**config.mk**
```make
export PLATFORM = sky130hd
export DESIGN_NAME = lane_line_tracker
export DESIGN_NICKNAME = d
export VERILOG_FILES = /design/src/rtl/llt_pkg.sv /design/src/rtl/lane_line_tracker.sv /design/src/rtl/llt_front.sv /design/src/rtl/llt_fifo.sv /design/src/rtl/llt_div.sv /design/src/rtl/llt_back.sv
export SDC_FILE = /design/constraint.sdc
export NUM_CORES = 2
export LEC_CHECK = 0
export ABC_AREA = 1
export BUFFER_PORTS_ARGS = -buffer_cell sky130_fd_sc_hd__buf_2
export CORE_AREA = 2 2 512 514
export DETAILED_ROUTE_END_ITERATION = 7
export DIE_AREA = 0 0 514 516
export RECOVER_POWER = 100
export SLEW_MARGIN = 20
export SYNTH_ARGS = -nofsm -noshare
export SYNTH_HDL_FRONTEND = slang
export SYNTH_SLANG_ARGS = --single-unit
```
**constraint.sdc**
```tcl
create_clock -name clk_i -period 6.8 [get_ports clk_i]
set_clock_uncertainty 0.1 [all_clocks]
set_input_delay 0 -clock clk_i [delete_from_list [all_inputs] [get_ports clk_i]]
set_output_delay 0 -clock clk_i [all_outputs]
set_load 0.05 [all_outputs]
```
**src/rtl/llt_pkg.sv**
```systemverilog
// ----------------------------------------------------------------------------
// llt_pkg
// Shared types, constants and helpers of the lane line tracker.
// ----------------------------------------------------------------------------
package llt_pkg;

  localparam int LINE_RING_DEPTH    = 5;
  localparam int SEEN_HISTORY_DEPTH = 20;
  localparam int QUEUE_DEPTH        = 2;

  localparam int COORD_W  = 12;
  localparam int DIM_W    = 12;
  localparam int LIMIT_W  = 5;
  localparam int FRAC_W   = 16;
  localparam int SLOPE_W  = 24;
  localparam int OFFSET_W = 32;
  localparam int SSUM_W   = 32;
  localparam int OSUM_W   = 48;
  localparam int CNT_W    = 10;
  localparam int PROD_W   = SLOPE_W + COORD_W + 1;
  localparam int XPOS_W   = 16;
  localparam int DELTA_W  = COORD_W + 1;

  localparam int DIV_W       = 48;
  localparam int DIVR_W      = 32;
  localparam int ITER_W      = $clog2(DIV_W + 1);
  localparam int SLOPE_ITERS = COORD_W + FRAC_W;

  localparam int RING_IDX_W = (LINE_RING_DEPTH > 1) ? $clog2(LINE_RING_DEPTH) : 1;
  localparam int RFILL_W    = $clog2(LINE_RING_DEPTH + 1);
  localparam int HFILL_W    = $clog2(SEEN_HISTORY_DEPTH + 1);
  localparam int QPTR_W     = (QUEUE_DEPTH > 1) ? $clog2(QUEUE_DEPTH) : 1;
  localparam int QCNT_W     = $clog2(QUEUE_DEPTH + 1);

  localparam int IN_DATA_W     = 4 * COORD_W;
  localparam int OUT_FIELDS_W  = 2 + 4 * XPOS_W + DIM_W + 3;
  localparam int OUT_DATA_W    = ((OUT_FIELDS_W + 7) / 8) * 8;
  localparam int CFG_ADDR_W    = 2;

  localparam logic [CNT_W-1:0] CAND_MAX = '1;

  localparam logic [DIM_W-1:0]   RST_FRAME_WIDTH   = 12'd640;
  localparam logic [DIM_W-1:0]   RST_FRAME_HEIGHT  = 12'd480;
  localparam logic [LIMIT_W-1:0] RST_MISSING_LIMIT = 5'd17;

  typedef enum logic [CFG_ADDR_W-1:0] {
    REG_FRAME_WIDTH   = 2'd0,
    REG_FRAME_HEIGHT  = 2'd1,
    REG_MISSING_LIMIT = 2'd2
  } cfg_reg_e;

  typedef enum logic [4:0] {
    ST_IDLE,
    ST_SLOPE_GO,
    ST_SLOPE_WAIT,
    ST_MUL,
    ST_ACC,
    ST_MS_GO,
    ST_MS_WAIT,
    ST_MO_GO,
    ST_MO_WAIT,
    ST_PUSH,
    ST_RSUM,
    ST_RM_GO,
    ST_RM_WAIT,
    ST_RB_GO,
    ST_RB_WAIT,
    ST_PB_GO,
    ST_PB_WAIT,
    ST_PT_GO,
    ST_PT_WAIT,
    ST_OUT
  } llt_state_e;

  typedef struct packed {
    logic [DIM_W-1:0]   width;
    logic [DIM_W-1:0]   height;
    logic [LIMIT_W-1:0] missing_limit;
  } llt_cfg_t;

  typedef struct packed {
    logic                       frame;
    logic                       left;
    logic                       right;
    logic [COORD_W-1:0]         x1;
    logic [COORD_W-1:0]         y1;
    logic signed [DELTA_W-1:0]  dx;
    logic signed [DELTA_W-1:0]  dy;
  } llt_op_t;

  typedef struct packed {
    logic              start;
    logic [DIV_W-1:0]  dividend;
    logic [DIVR_W-1:0] divisor;
    logic              neg;
    logic [ITER_W-1:0] iters;
  } llt_div_req_t;

  typedef struct packed {
    logic              done;
    logic signed [DIV_W:0] quotient;
  } llt_div_rsp_t;

  function automatic logic [DIM_W-1:0] div3(input logic [DIM_W:0] x);
    logic [29:0] p;
    p = 30'(x) * 30'd43691;
    return p[17 +: DIM_W];
  endfunction

  function automatic logic [DIM_W-1:0] div5(input logic [DIM_W-1:0] x);
    logic [29:0] p;
    p = 30'(x) * 30'd52429;
    return p[18 +: DIM_W];
  endfunction

  function automatic logic signed [XPOS_W-1:0] sat16(input logic signed [DIV_W:0] v);
    logic signed [XPOS_W-1:0] r;
    if (v > (DIV_W+1)'(32767)) begin
      r = 16'sh7FFF;
    end else if (v < -(DIV_W+1)'(32768)) begin
      r = 16'sh8000;
    end else begin
      r = v[XPOS_W-1:0];
    end
    return r;
  endfunction

endpackage

```
**src/rtl/lane_line_tracker.sv**
```systemverilog
// ----------------------------------------------------------------------------
// lane_line_tracker
// Lane line averaging with departure and missing warnings.
// ----------------------------------------------------------------------------
// A segment item in the back part runs one slope division of 28 quotient
// bits, then a multiply and an accumulate; a segment that is not a
// candidate is popped and dropped in the idle state. A frame-end item runs
// up to 12 divisions of 48 quotient bits plus the ring sweeps and yields
// one result. All divisions share the single one-bit-per-cycle divider. A
// two-entry queue lets the input side take items until it is full while
// the back part works or a result waits. No clearing pass follows reset.
module lane_line_tracker (
  input  logic                              clk_i,
  input  logic                              rst_ni,
  input  logic                              s_axis_tvalid,
  output logic                              s_axis_tready,
  input  logic [llt_pkg::IN_DATA_W-1:0]     s_axis_tdata,  // start_x, start_y, end_x, end_y
  input  logic                              s_axis_tuser,  // command
  output logic                              m_axis_tvalid,
  input  logic                              m_axis_tready,
  // left_present, left_bottom_x, left_top_x, right_present, right_bottom_x,
  // right_top_x, top_row, left_departure, right_departure, lane_missing
  output logic [llt_pkg::OUT_DATA_W-1:0]    m_axis_tdata,
  input  logic                              cfg_valid_i,
  output logic                              cfg_ready_o,
  input  logic [llt_pkg::CFG_ADDR_W-1:0]    cfg_addr_i,
  input  logic [llt_pkg::DIM_W-1:0]         cfg_data_i
);
  import llt_pkg::*;

  llt_cfg_t cfg_q, cfg_d;
  llt_op_t  push_op, pop_op;
  logic     q_push, q_full, q_pop, q_empty;

  assign cfg_ready_o = 1'b1;

  always_comb begin
    cfg_d = cfg_q;
    if (cfg_valid_i) begin
      unique case (cfg_addr_i)
        REG_FRAME_WIDTH:   cfg_d.width         = cfg_data_i;
        REG_FRAME_HEIGHT:  cfg_d.height        = cfg_data_i;
        REG_MISSING_LIMIT: cfg_d.missing_limit = cfg_data_i[LIMIT_W-1:0];
        default:           cfg_d = cfg_q;
      endcase
    end
  end

  always_ff @(posedge clk_i or negedge rst_ni) begin
    if (!rst_ni) begin
      cfg_q.width         <= RST_FRAME_WIDTH;
      cfg_q.height        <= RST_FRAME_HEIGHT;
      cfg_q.missing_limit <= RST_MISSING_LIMIT;
    end else begin
      cfg_q <= cfg_d;
    end
  end

  llt_front u_front (
    .tvalid_i (s_axis_tvalid),
    .tready_o (s_axis_tready),
    .tdata_i  (s_axis_tdata),
    .tuser_i  (s_axis_tuser),
    .cfg_i    (cfg_q),
    .q_full_i (q_full),
    .q_push_o (q_push),
    .q_op_o   (push_op)
  );

  llt_fifo u_fifo (
    .clk_i     (clk_i),
    .rst_ni    (rst_ni),
    .push_i    (q_push),
    .push_op_i (push_op),
    .full_o    (q_full),
    .pop_i     (q_pop),
    .pop_op_o  (pop_op),
    .empty_o   (q_empty)
  );

  llt_back u_back (
    .clk_i     (clk_i),
    .rst_ni    (rst_ni),
    .cfg_i     (cfg_q),
    .q_empty_i (q_empty),
    .q_op_i    (pop_op),
    .q_pop_o   (q_pop),
    .tvalid_o  (m_axis_tvalid),
    .tready_i  (m_axis_tready),
    .tdata_o   (m_axis_tdata)
  );

endmodule

```
**src/rtl/llt_front.sv**
```systemverilog
// ----------------------------------------------------------------------------
// llt_front
// Accepts segment and frame-end items and classifies segments by side.
// ----------------------------------------------------------------------------
module llt_front (
  input  logic                          tvalid_i,
  output logic                          tready_o,
  input  logic [llt_pkg::IN_DATA_W-1:0] tdata_i,  // start_x, start_y, end_x, end_y
  input  logic                          tuser_i,  // command
  input  llt_pkg::llt_cfg_t             cfg_i,
  input  logic                          q_full_i,
  output logic                          q_push_o,
  output llt_pkg::llt_op_t              q_op_o
);
  import llt_pkg::*;

  logic [COORD_W-1:0]        x1, y1, x2, y2, half;
  logic signed [DELTA_W-1:0] dx, dy;
  logic [DELTA_W-1:0]        adx, ady;
  logic                      cand, neg;

  assign x1   = tdata_i[0*COORD_W +: COORD_W];
  assign y1   = tdata_i[1*COORD_W +: COORD_W];
  assign x2   = tdata_i[2*COORD_W +: COORD_W];
  assign y2   = tdata_i[3*COORD_W +: COORD_W];
  assign half = {1'b0, cfg_i.width[DIM_W-1:1]};

  assign dx  = $signed({1'b0, x2}) - $signed({1'b0, x1});
  assign dy  = $signed({1'b0, y2}) - $signed({1'b0, y1});
  assign adx = dx[DELTA_W-1] ? DELTA_W'(-dx) : DELTA_W'(dx);
  assign ady = dy[DELTA_W-1] ? DELTA_W'(-dy) : DELTA_W'(dy);

  assign cand = ({1'b0, adx} < {ady, 1'b0}) && ({1'b0, ady} < {adx, 1'b0});
  assign neg  = dy[DELTA_W-1] != dx[DELTA_W-1];

  assign tready_o = !q_full_i;
  assign q_push_o = tvalid_i && !q_full_i;

  always_comb begin
    q_op_o       = '0;
    q_op_o.frame = tuser_i;
    q_op_o.left  = !tuser_i && cand && neg && (x1 < half);
    q_op_o.right = !tuser_i && cand && !neg && (x2 > half);
    q_op_o.x1    = x1;
    q_op_o.y1    = y1;
    q_op_o.dx    = dx;
    q_op_o.dy    = dy;
  end

endmodule

```
**src/rtl/llt_fifo.sv**
```systemverilog
// ----------------------------------------------------------------------------
// llt_fifo
// Short queue of classified items between the front and back parts.
// ----------------------------------------------------------------------------
module llt_fifo (
  input  logic             clk_i,
  input  logic             rst_ni,
  input  logic             push_i,
  input  llt_pkg::llt_op_t push_op_i,
  output logic             full_o,
  input  logic             pop_i,
  output llt_pkg::llt_op_t pop_op_o,
  output logic             empty_o
);
  import llt_pkg::*;

  llt_op_t           mem_q [QUEUE_DEPTH];
  logic [QPTR_W-1:0] wptr_q, wptr_d, rptr_q, rptr_d;
  logic [QCNT_W-1:0] cnt_q, cnt_d;
  logic              do_push, do_pop;

  assign full_o   = cnt_q == QCNT_W'(QUEUE_DEPTH);
  assign empty_o  = cnt_q == '0;
  assign do_push  = push_i && !full_o;
  assign do_pop   = pop_i && !empty_o;
  assign pop_op_o = mem_q[rptr_q];

  always_comb begin
    wptr_d = wptr_q;
    rptr_d = rptr_q;
    cnt_d  = cnt_q;
    if (do_push) begin
      wptr_d = (wptr_q == QPTR_W'(QUEUE_DEPTH - 1)) ? '0 : wptr_q + 1'b1;
    end
    if (do_pop) begin
      rptr_d = (rptr_q == QPTR_W'(QUEUE_DEPTH - 1)) ? '0 : rptr_q + 1'b1;
    end
    if (do_push && !do_pop) begin
      cnt_d = cnt_q + 1'b1;
    end else if (do_pop && !do_push) begin
      cnt_d = cnt_q - 1'b1;
    end
  end

  always_ff @(posedge clk_i or negedge rst_ni) begin
    if (!rst_ni) begin
      wptr_q <= '0;
      rptr_q <= '0;
      cnt_q  <= '0;
    end else begin
      wptr_q <= wptr_d;
      rptr_q <= rptr_d;
      cnt_q  <= cnt_d;
    end
  end

  always_ff @(posedge clk_i) begin
    if (do_push) begin
      mem_q[wptr_q] <= push_op_i;
    end
  end

  a_cnt_bound: assert property (@(posedge clk_i) disable iff (!rst_ni)
    cnt_q <= QCNT_W'(QUEUE_DEPTH))
    else $error("queue count above depth");

  a_cnt_track: assert property (@(posedge clk_i) disable iff (!rst_ni)
    (do_push && !do_pop) |=> cnt_q == $past(cnt_q) + 1'b1)
    else $error("queue count lost a push");

  a_ptr_gap: assert property (@(posedge clk_i) disable iff (!rst_ni)
    empty_o |-> wptr_q == rptr_q)
    else $error("queue pointers apart while empty");

endmodule

```
**src/rtl/llt_div.sv**
```systemverilog
// ----------------------------------------------------------------------------
// llt_div
// Shared radix-2 signed divider, truncating toward zero, one bit per cycle.
// ----------------------------------------------------------------------------
module llt_div (
  input  logic                  clk_i,
  input  logic                  rst_ni,
  input  llt_pkg::llt_div_req_t req_i,
  output llt_pkg::llt_div_rsp_t rsp_o
);
  import llt_pkg::*;

  logic              busy_q, busy_d, done_q, done_d, neg_q;
  logic [ITER_W-1:0] cnt_q, cnt_d, sh;
  logic [DIVR_W-1:0] rem_q, rem_d, den_q;
  logic [DIV_W-1:0]  quo_q, quo_d;
  logic [DIVR_W:0]   part, diff;
  logic              ge;
  logic signed [DIV_W:0] mag;

  assign part = {rem_q, quo_q[DIV_W-1]};
  assign diff = part - {1'b0, den_q};
  assign ge   = part >= {1'b0, den_q};
  assign sh   = ITER_W'(DIV_W) - req_i.iters;

  always_comb begin
    busy_d = busy_q;
    done_d = 1'b0;
    cnt_d  = cnt_q;
    rem_d  = rem_q;
    quo_d  = quo_q;
    if (req_i.start) begin
      busy_d = 1'b1;
      cnt_d  = req_i.iters;
      rem_d  = '0;
      quo_d  = req_i.dividend << sh;
    end else if (busy_q) begin
      rem_d = ge ? diff[DIVR_W-1:0] : part[DIVR_W-1:0];
      quo_d = {quo_q[DIV_W-2:0], ge};
      cnt_d = cnt_q - 1'b1;
      if (cnt_q == ITER_W'(1)) begin
        busy_d = 1'b0;
        done_d = 1'b1;
      end
    end
  end

  always_ff @(posedge clk_i or negedge rst_ni) begin
    if (!rst_ni) begin
      busy_q <= 1'b0;
      done_q <= 1'b0;
      cnt_q  <= '0;
    end else begin
      busy_q <= busy_d;
      done_q <= done_d;
      cnt_q  <= cnt_d;
    end
  end

  always_ff @(posedge clk_i) begin
    rem_q <= rem_d;
    quo_q <= quo_d;
    if (req_i.start) begin
      den_q <= req_i.divisor;
      neg_q <= req_i.neg;
    end
  end

  assign mag            = $signed({1'b0, quo_q});
  assign rsp_o.done     = done_q;
  assign rsp_o.quotient = neg_q ? -mag : mag;

endmodule

```
**src/rtl/llt_back.sv**
```systemverilog
// ----------------------------------------------------------------------------
// llt_back
// Sequencer that accumulates candidates, updates the line rings and seen
// histories at frame end, projects the lane lines and raises the warnings.
// ----------------------------------------------------------------------------
module llt_back (
  input  logic                           clk_i,
  input  logic                           rst_ni,
  input  llt_pkg::llt_cfg_t              cfg_i,
  input  logic                           q_empty_i,
  input  llt_pkg::llt_op_t               q_op_i,
  output logic                           q_pop_o,
  output logic                           tvalid_o,
  input  logic                           tready_i,
  // left_present, left_bottom_x, left_top_x, right_present, right_bottom_x,
  // right_top_x, top_row, left_departure, right_departure, lane_missing
  output logic [llt_pkg::OUT_DATA_W-1:0] tdata_o
);
  import llt_pkg::*;

  llt_state_e state_q, state_d;
  logic       side_q, side_d;
  logic [RING_IDX_W-1:0] idx_q, idx_d;

  logic [COORD_W-1:0]         x1_q, x1_d, y1_q, y1_d;
  logic signed [DELTA_W-1:0]  dx_q, dx_d, dy_q, dy_d;
  logic signed [SLOPE_W-1:0]  s_q, s_d, m_q, m_d;
  logic signed [PROD_W-1:0]   prod_q, prod_d;
  logic signed [OFFSET_W-1:0] b_q, b_d;
  logic signed [SSUM_W-1:0]   ss_q, ss_d;
  logic signed [OSUM_W-1:0]   so_q, so_d;

  logic signed [SSUM_W-1:0]   ssum_q [2], ssum_d [2];
  logic signed [OSUM_W-1:0]   osum_q [2], osum_d [2];
  logic [CNT_W-1:0]           cnt_q [2], cnt_d [2];
  logic [RFILL_W-1:0]         rfill_q [2], rfill_d [2];
  logic [RING_IDX_W-1:0]      wp_q [2], wp_d [2];
  logic [SEEN_HISTORY_DEPTH-1:0] hist_q [2], hist_d [2];
  logic [HFILL_W-1:0]         hfill_q [2], hfill_d [2], zeros_q [2], zeros_d [2];
  logic signed [SLOPE_W-1:0]  ring_s_q [2][LINE_RING_DEPTH];
  logic signed [OFFSET_W-1:0] ring_o_q [2][LINE_RING_DEPTH];
  logic                       ring_we;

  logic                       present_q [2], present_d [2];
  logic signed [XPOS_W-1:0]   botx_q [2], botx_d [2], topx_q [2], topx_d [2];

  logic                       out_valid_q, out_valid_d;
  logic [OUT_DATA_W-1:0]      out_data_q, out_data_d;

  llt_div_req_t div_req;
  llt_div_rsp_t div_rsp;

  logic                       seg_take, seen, dropped, last_entry, out_free;
  logic [DIM_W-1:0]           top_row, mid, thr;
  logic signed [SLOPE_W-1:0]  m_abs;
  logic signed [DIV_W-1:0]    num_bot, num_top, sel_num, sel_sum;
  logic                       ldep, rdep, miss;
  logic signed [XPOS_W-1:0]   one_x;

  function automatic logic [DIV_W-1:0] mag48(input logic signed [DIV_W-1:0] v);
    return v[DIV_W-1] ? DIV_W'(-v) : DIV_W'(v);
  endfunction

  function automatic logic near_mid(input logic signed [XPOS_W-1:0] x,
                                    input logic [DIM_W-1:0] md,
                                    input logic [DIM_W-1:0] th);
    logic signed [XPOS_W+1:0] d;
    logic [XPOS_W+1:0]        ad;
    d  = (XPOS_W+2)'(x) - $signed({{(XPOS_W+2-DIM_W){1'b0}}, md});
    ad = d[XPOS_W+1] ? (XPOS_W+2)'(-d) : (XPOS_W+2)'(d);
    return ad < {{(XPOS_W+2-DIM_W){1'b0}}, th};
  endfunction

  llt_div u_div (
    .clk_i  (clk_i),
    .rst_ni (rst_ni),
    .req_i  (div_req),
    .rsp_o  (div_rsp)
  );

  assign top_row  = div3({cfg_i.height, 1'b0});
  assign mid      = {1'b0, cfg_i.width[DIM_W-1:1]};
  assign thr      = div5(cfg_i.width);
  assign m_abs    = m_q[SLOPE_W-1] ? -m_q : m_q;
  assign num_bot  = $signed(DIV_W'({cfg_i.height, FRAC_W'(0)})) - DIV_W'(b_q);
  assign num_top  = $signed(DIV_W'({top_row, FRAC_W'(0)})) - DIV_W'(b_q);
  assign seg_take = (q_op_i.left && cnt_q[0] != CAND_MAX) ||
                    (q_op_i.right && cnt_q[1] != CAND_MAX);
  assign seen     = cnt_q[side_q] != '0;
  assign dropped  = (hfill_q[side_q] == HFILL_W'(SEEN_HISTORY_DEPTH)) &&
                    !hist_q[side_q][SEEN_HISTORY_DEPTH-1];
  assign last_entry = (RFILL_W'(idx_q) + 1'b1) == rfill_q[side_q];
  assign out_free = !out_valid_q || tready_i;
  assign ring_we  = (state_q == ST_PUSH) && seen;

  // next state
  always_comb begin
    state_d = state_q;
    unique case (state_q)
      ST_IDLE: begin
        if (!q_empty_i) begin
          if (q_op_i.frame) begin
            state_d = ST_MS_GO;
          end else if (seg_take) begin
            state_d = ST_SLOPE_GO;
          end
        end
      end
      ST_SLOPE_GO:   state_d = ST_SLOPE_WAIT;
      ST_SLOPE_WAIT: if (div_rsp.done) state_d = ST_MUL;
      ST_MUL:        state_d = ST_ACC;
      ST_ACC:        state_d = ST_IDLE;
      ST_MS_GO:      state_d = seen ? ST_MS_WAIT : ST_PUSH;
      ST_MS_WAIT:    if (div_rsp.done) state_d = ST_MO_GO;
      ST_MO_GO:      state_d = ST_MO_WAIT;
      ST_MO_WAIT:    if (div_rsp.done) state_d = ST_PUSH;
      ST_PUSH:       state_d = side_q ? ST_RSUM : ST_MS_GO;
      ST_RSUM: begin
        if (rfill_q[side_q] == '0) begin
          state_d = side_q ? ST_OUT : ST_RSUM;
        end else if (last_entry) begin
          state_d = ST_RM_GO;
        end
      end
      ST_RM_GO:      state_d = ST_RM_WAIT;
      ST_RM_WAIT:    if (div_rsp.done) state_d = ST_RB_GO;
      ST_RB_GO:      state_d = ST_RB_WAIT;
      ST_RB_WAIT:    if (div_rsp.done) state_d = ST_PB_GO;
      ST_PB_GO: begin
        if (m_q == '0) begin
          state_d = side_q ? ST_OUT : ST_RSUM;
        end else begin
          state_d = ST_PB_WAIT;
        end
      end
      ST_PB_WAIT:    if (div_rsp.done) state_d = ST_PT_GO;
      ST_PT_GO:      state_d = ST_PT_WAIT;
      ST_PT_WAIT:    if (div_rsp.done) state_d = side_q ? ST_OUT : ST_RSUM;
      ST_OUT:        if (out_free) state_d = ST_IDLE;
      default:       state_d = ST_IDLE;
    endcase
  end

  // divider requests
  always_comb begin
    sel_sum = '0;
    sel_num = '0;
    div_req = '0;
    div_req.iters = ITER_W'(DIV_W);
    unique case (state_q)
      ST_SLOPE_GO: begin
        div_req.start    = 1'b1;
        div_req.dividend = DIV_W'({DELTA_W'(dy_q[DELTA_W-1] ? -dy_q : dy_q), FRAC_W'(0)});
        div_req.divisor  = DIVR_W'(DELTA_W'(dx_q[DELTA_W-1] ? -dx_q : dx_q));
        div_req.neg      = dy_q[DELTA_W-1] ^ dx_q[DELTA_W-1];
        div_req.iters    = ITER_W'(SLOPE_ITERS);
      end
      ST_MS_GO, ST_MO_GO: begin
        sel_sum          = (state_q == ST_MS_GO) ? DIV_W'(ssum_q[side_q]) :
                                                  DIV_W'(osum_q[side_q]);
        div_req.start    = seen;
        div_req.dividend = mag48(sel_sum);
        div_req.divisor  = DIVR_W'(cnt_q[side_q]);
        div_req.neg      = sel_sum[DIV_W-1];
      end
      ST_RM_GO, ST_RB_GO: begin
        sel_sum          = (state_q == ST_RM_GO) ? DIV_W'(ss_q) : DIV_W'(so_q);
        div_req.start    = 1'b1;
        div_req.dividend = mag48(sel_sum);
        div_req.divisor  = DIVR_W'(rfill_q[side_q]);
        div_req.neg      = sel_sum[DIV_W-1];
      end
      ST_PB_GO, ST_PT_GO: begin
        sel_num          = (state_q == ST_PB_GO) ? num_bot : num_top;
        div_req.start    = (m_q != '0);
        div_req.dividend = mag48(sel_num);
        div_req.divisor  = DIVR_W'(m_abs);
        div_req.neg      = sel_num[DIV_W-1] ^ m_q[SLOPE_W-1];
      end
      default: begin
        div_req.start = 1'b0;
      end
    endcase
  end

  // departure and missing flags
  always_comb begin
    ldep  = 1'b0;
    rdep  = 1'b0;
    one_x = present_q[0] ? botx_q[0] : botx_q[1];
    if (present_q[0] && present_q[1]) begin
      ldep = near_mid(botx_q[0], mid, thr);
      rdep = near_mid(botx_q[1], mid, thr);
    end else if (present_q[0] || present_q[1]) begin
      if (one_x < $signed({{(XPOS_W-DIM_W){1'b0}}, mid})) begin
        ldep = near_mid(one_x, mid, thr);
      end else begin
        rdep = near_mid(one_x, mid, thr);
      end
    end
    miss = (zeros_q[0] > cfg_i.missing_limit) || (zeros_q[1] > cfg_i.missing_limit);
  end

  // datapath updates
  always_comb begin
    side_d      = side_q;
    idx_d       = idx_q;
    x1_d        = x1_q;
    y1_d        = y1_q;
    dx_d        = dx_q;
    dy_d        = dy_q;
    s_d         = s_q;
    m_d         = m_q;
    b_d         = b_q;
    prod_d      = prod_q;
    ss_d        = ss_q;
    so_d        = so_q;
    ssum_d      = ssum_q;
    osum_d      = osum_q;
    cnt_d       = cnt_q;
    rfill_d     = rfill_q;
    wp_d        = wp_q;
    hist_d      = hist_q;
    hfill_d     = hfill_q;
    zeros_d     = zeros_q;
    present_d   = present_q;
    botx_d      = botx_q;
    topx_d      = topx_q;
    out_valid_d = out_valid_q;
    out_data_d  = out_data_q;
    q_pop_o     = 1'b0;
    if (tready_i) begin
      out_valid_d = 1'b0;
    end
    unique case (state_q)
      ST_IDLE: begin
        if (!q_empty_i) begin
          q_pop_o = 1'b1;
          side_d  = q_op_i.frame ? 1'b0 : !q_op_i.left;
          x1_d    = q_op_i.x1;
          y1_d    = q_op_i.y1;
          dx_d    = q_op_i.dx;
          dy_d    = q_op_i.dy;
        end
      end
      ST_SLOPE_WAIT: begin
        if (div_rsp.done) begin
          s_d = div_rsp.quotient[SLOPE_W-1:0];
        end
      end
      ST_MUL: begin
        prod_d = PROD_W'(s_q) * $signed({1'b0, x1_q});
      end
      ST_ACC: begin
        ssum_d[side_q] = ssum_q[side_q] + SSUM_W'(s_q);
        osum_d[side_q] = osum_q[side_q] + $signed(OSUM_W'({y1_q, FRAC_W'(0)}))
                         - OSUM_W'(prod_q);
        cnt_d[side_q]  = cnt_q[side_q] + 1'b1;
      end
      ST_MS_WAIT: begin
        if (div_rsp.done) begin
          m_d = div_rsp.quotient[SLOPE_W-1:0];
        end
      end
      ST_MO_WAIT: begin
        if (div_rsp.done) begin
          b_d = div_rsp.quotient[OFFSET_W-1:0];
        end
      end
      ST_PUSH: begin
        if (seen) begin
          wp_d[side_q] = (wp_q[side_q] == RING_IDX_W'(LINE_RING_DEPTH - 1)) ? '0 :
                         wp_q[side_q] + 1'b1;
          if (rfill_q[side_q] != RFILL_W'(LINE_RING_DEPTH)) begin
            rfill_d[side_q] = rfill_q[side_q] + 1'b1;
          end
        end
        hist_d[side_q]  = (hist_q[side_q] << 1) | SEEN_HISTORY_DEPTH'(seen);
        if (hfill_q[side_q] != HFILL_W'(SEEN_HISTORY_DEPTH)) begin
          hfill_d[side_q] = hfill_q[side_q] + 1'b1;
        end
        zeros_d[side_q] = zeros_q[side_q] + HFILL_W'(!seen) - HFILL_W'(dropped);
        ssum_d[side_q]  = '0;
        osum_d[side_q]  = '0;
        cnt_d[side_q]   = '0;
        side_d = !side_q;
        idx_d  = '0;
        ss_d   = '0;
        so_d   = '0;
      end
      ST_RSUM: begin
        if (rfill_q[side_q] == '0) begin
          present_d[side_q] = 1'b0;
          botx_d[side_q]    = '0;
          topx_d[side_q]    = '0;
          side_d = 1'b1;
          idx_d  = '0;
        end else begin
          ss_d  = ss_q + SSUM_W'(ring_s_q[side_q][idx_q]);
          so_d  = so_q + OSUM_W'(ring_o_q[side_q][idx_q]);
          idx_d = idx_q + 1'b1;
        end
      end
      ST_RM_WAIT: begin
        if (div_rsp.done) begin
          m_d = div_rsp.quotient[SLOPE_W-1:0];
        end
      end
      ST_RB_WAIT: begin
        if (div_rsp.done) begin
          b_d = div_rsp.quotient[OFFSET_W-1:0];
        end
      end
      ST_PB_GO: begin
        if (m_q == '0) begin
          present_d[side_q] = 1'b1;
          botx_d[side_q]    = '0;
          topx_d[side_q]    = '0;
          side_d = 1'b1;
          idx_d  = '0;
          ss_d   = '0;
          so_d   = '0;
        end
      end
      ST_PB_WAIT: begin
        if (div_rsp.done) begin
          botx_d[side_q] = sat16(div_rsp.quotient);
        end
      end
      ST_PT_WAIT: begin
        if (div_rsp.done) begin
          topx_d[side_q]    = sat16(div_rsp.quotient);
          present_d[side_q] = 1'b1;
          side_d = 1'b1;
          idx_d  = '0;
          ss_d   = '0;
          so_d   = '0;
        end
      end
      ST_OUT: begin
        if (out_free) begin
          out_valid_d = 1'b1;
          out_data_d  = {(OUT_DATA_W - OUT_FIELDS_W)'(0), miss, rdep, ldep, top_row,
                         topx_q[1], botx_q[1], present_q[1],
                         topx_q[0], botx_q[0], present_q[0]};
        end
      end
      default: begin
        out_valid_d = out_valid_d;
      end
    endcase
  end

  always_ff @(posedge clk_i or negedge rst_ni) begin
    if (!rst_ni) begin
      state_q     <= ST_IDLE;
      side_q      <= 1'b0;
      idx_q       <= '0;
      out_valid_q <= 1'b0;
      for (int s = 0; s < 2; s++) begin
        ssum_q[s]    <= '0;
        osum_q[s]    <= '0;
        cnt_q[s]     <= '0;
        rfill_q[s]   <= '0;
        wp_q[s]      <= '0;
        hist_q[s]    <= '0;
        hfill_q[s]   <= '0;
        zeros_q[s]   <= '0;
        present_q[s] <= 1'b0;
      end
    end else begin
      state_q     <= state_d;
      side_q      <= side_d;
      idx_q       <= idx_d;
      out_valid_q <= out_valid_d;
      ssum_q      <= ssum_d;
      osum_q      <= osum_d;
      cnt_q       <= cnt_d;
      rfill_q     <= rfill_d;
      wp_q        <= wp_d;
      hist_q      <= hist_d;
      hfill_q     <= hfill_d;
      zeros_q     <= zeros_d;
      present_q   <= present_d;
    end
  end

  always_ff @(posedge clk_i) begin
    x1_q       <= x1_d;
    y1_q       <= y1_d;
    dx_q       <= dx_d;
    dy_q       <= dy_d;
    s_q        <= s_d;
    m_q        <= m_d;
    b_q        <= b_d;
    prod_q     <= prod_d;
    ss_q       <= ss_d;
    so_q       <= so_d;
    botx_q     <= botx_d;
    topx_q     <= topx_d;
    out_data_q <= out_data_d;
    if (ring_we) begin
      ring_s_q[side_q][wp_q[side_q]] <= m_q;
      ring_o_q[side_q][wp_q[side_q]] <= b_q;
    end
  end

  assign tvalid_o = out_valid_q;
  assign tdata_o  = out_data_q;

  a_ring_fill: assert property (@(posedge clk_i) disable iff (!rst_ni)
    rfill_q[0] <= RFILL_W'(LINE_RING_DEPTH) && rfill_q[1] <= RFILL_W'(LINE_RING_DEPTH))
    else $error("line ring fill above depth");

  a_zero_count: assert property (@(posedge clk_i) disable iff (!rst_ni)
    zeros_q[0] <= hfill_q[0] && zeros_q[1] <= hfill_q[1])
    else $error("miss count above history fill");

  a_out_source: assert property (@(posedge clk_i) disable iff (!rst_ni)
    $rose(out_valid_q) |-> $past(state_q) == ST_OUT)
    else $error("result raised outside the output step");

endmodule
```
==> flow_summary.ini <==
[placement]
dpl.hpwl_um = 251000
io_buffers = 150
place_congestion = 1.04
dp.cells = 16000

[synth]
synthFlopType = edfxtp_1
avgSynthCellArea_sq_um = 8.25
ys_seq_area_share_pct = 40.9
ys_warn_count = 0
ys_seq_elements = 1468
synthCells = 12500
synth-edff-count = 1131
synth.distinct_cells = 78
syn_area_sq_mm = 0.103
synthArstFlopShare_pct = 20.8

[global_routing]
grt_pass1_vias = 82900
grt_first_pass_wirelength_um = 509000
grtUsageTotal_pct = 25.0
grt_start_max_net_pins = 144
grt_overflow_total = 0
antenna_found_initial = 14

[floorplanning]
rows = 187
die_h_um = 516
num_io_pins = 159
die_w_um = 514
core-area_sq_mm = 0.259
start_util_pct = 39.8
dieArea_sq_mm = 0.265

[routing]
drtIter0Drc = 8878
drtPass1Iterations = 6
drcViolationCount = 0
ant_nets = 0
vias = 87800
viasPerCell = 5.33
drt-total-wl_um = 338000
routedWlPerCell_um = 20.5

[pwr]
power.density_mw_per_mm2 = 387
leakage_nw = 54.0
total_power_mw = 45.2
max-vdd-ir-drop_v = 0.000984

[sta]
maxSlewViolCount = 1007
slew_headroom_pct = -225
fmax_mhz = 147
finalCritPeriodShare_pct = 99.8
holdWs_ns = 0.0562
rsz0062_at_grt = true
setup_viol = 0
worst_slew_pin_slew_ns = 4.88
hold_viol = 0
layout_min_cycle_time_ns = 6.79

[worst_setup_path]
reg2reg_from = u_back.side_q
regToRegSetupSlack_ns = 0.01
critPathCaptureType = flip-flop
crit_required_ns = 7.18
cp_max_fo = 109
startpoint_type = flip-flop
crit_type = flip-flop to flip-flop
startpoint = u_back.side_q
r2r_cells = 9
crit_path_end = u_back.ss_q[10]
worst_r2r_endpoint = u_back.ss_q[10]
worstPathArrival_ns = 7.17

[outcome]
outcome = complete, but fails checks
violations = max-capacitance violations, max-slew violations

[clock_tree]
cts-root-buf = clkbuf_16
clk_pin_slew_ns = 0.06
cts_num_sinks = 1468
cts.path.max_buffers = 3
cts_max_level = 4
cts_tree = done
cts_inserted_buffers = 160
clk_latency_ns = 0.87

[final_layout]
fin_nets = 14000
drive_gt1_share_pct = 7.72
fill_cells = 25700
fin_cells = 16500
area_growth_pct = 13.1
final_core_utilization_pct = 45.0

[run]
maxCapViolCount = 24

[min_path]
min_path_type = input pin to flip-flop
-- per-stage QoR --
stage	setup WS [ns]	TNS (ns)	cell area (sq um)
after CTS	0.00129	0	116000
after global routing	-0.215	-13.61	117000
after floorplan	0.211	0	103000
after global placement	-0.306	-6.65	109000
final	0.0107	0	117000
after detailed placement	-0.311	-6.93	109000
-- cell families after synthesis --
family                     share of synthesized area (%)
and+or+nand+nor                                     21.8
buffers and inverters                               8.44
AOI/OAI and AO/OA                                   11.5
DFF                                                 40.9
adders and majority gates                           14.8
xor gates and xnor gates                            2.31
muxes                                              0.233
other                                            0.00728
-- layout make-up --
class                   instances  area, sq um  area share (%)
multi-input cells            8830        53400            45.7
flip-flops and latches       1468        42300            36.2
inverters                    1849         6960            5.96
repair buffers                627         4470            3.83
well taps                    3402         4260            3.65
clock buffers                 188         4160            3.56
clock inverters               109         1230            1.06
diodes                         10         25.0          0.0214
-- worst min-delay path by stage --
stage	from	endpoint	depth (start not counted)
2_1_floorplan	rst_ni	async pin	0
3_3_place_gp	rst_ni	u_back.osum_q[17]	1
3_5_place_dp	rst_ni	u_back.osum_q[17]	1
4_1_cts	cfg_data_i[0]	cfg_q[5]	4
5_1_grt	cfg_data_i[3]	cfg_q[8]	4
6_report	cfg_data_i[0]	cfg_q[5]	4
-- sequential cells by signal, indices dropped and copies added, names as in the netlist, 37 cells and up, named ones only --
signal / flops
u_back.hist_q: 40
u_back.ring_s_q: 240
u_fifo.mem_q: 106
u_back.u_div.quo_q: 48
u_back.osum_q: 96
u_back.so_q: 48
u_back.tdata_o: 81
u_back.prod_q: 37
u_back.ring_o_q: 320
u_back.ssum_q: 64
-- routing by layer --
layer  GRT usage (%)  up-vias  share of wire (%)  wire length, um
met5               0        -              0.014               46
met4            8.87        8                3.8            13000
met3            3.34      537                7.2            24300
met2            40.5     3121                 46           155000
met1            34.3    42000                 43           146000
li1                -    42100                  -                -
-- where the power goes --
group          switching, mW  internal, mW
Combinational           14.2          12.0
Clock                   3.93          5.06
Sequential            0.0653          9.93
-- repair_timing --
| item | CTS | global route |
|---|---|---|
| gates resized for setup | 59 | 235 |
| hold buffers | 122 | 0 |
| hold endpoints to repair | 492 | 0 |
| pin swaps | 27 | 122 |
| setup buffers | 3 | 23 |
| endpoints found under the setup margin | 32 | 34 |
| cloned | 1 | 0 |
-- cells in the final DEF (no fill, tap or decap), drive strengths merged, types with 344 or more instances in the layout --
cell type and instances:
a21oi 601, edfxtp 1131, o21ai 972, inv 1852
ha 633, nand3 597, nor2 1137, nand2 3291
clkbuf 350, buf 344, fa 369
-- synthesized netlist by cell type (all sizes together), types with 3 or more instances --
master / number / area [sq um]
nand3b: 59 / 443
buf: 126 / 825
o31ai: 13 / 97.6
ha: 633 / 7920
a311oi: 3 / 26.3
a31oi: 36 / 225
a21boi: 18 / 139
mux2i: 24 / 240
or2: 52 / 325
a21oi: 601 / 3010
o41ai: 3 / 26.3
o22ai: 90 / 563
xor2: 183 / 1600
dfrtp: 297 / 7430
nand3: 597 / 3020
fa: 369 / 7390
a32o: 14 / 140
nor3: 110 / 572
o21ai: 972 / 4950
dfstp: 8 / 210
and3: 6 / 37.5
a21o: 26 / 195
o2111ai: 5 / 43.8
nor3b: 4 / 30.0
dfxtp: 32 / 641
o221ai: 110 / 963
and2: 9 / 56.3
edfxtp: 1131 / 34000
a31o: 33 / 289
o21bai: 38 / 289
o21a: 36 / 270
a211oi: 11 / 82.6
xnor2: 89 / 780
nor2: 1137 / 4420
nand4: 146 / 913
inv: 1841 / 6910
nand2: 3291 / 12400
nor4: 30 / 188
clkbuf: 253 / 950
o211ai: 57 / 428
clkinv: 8 / 30.0
-- critical path, stage by stage, from the launching register on --
cell      delay (ns)
dfrtp_1         0.91
inv_8           0.81
clkbuf_1        1.22
or2_2           0.27
o21a_1          0.43
inv_1           0.14
ha_1            0.22
nand2_1         0.20
o21a_1          1.42
buf_4           0.59
(Power assumes the default switching activity.)
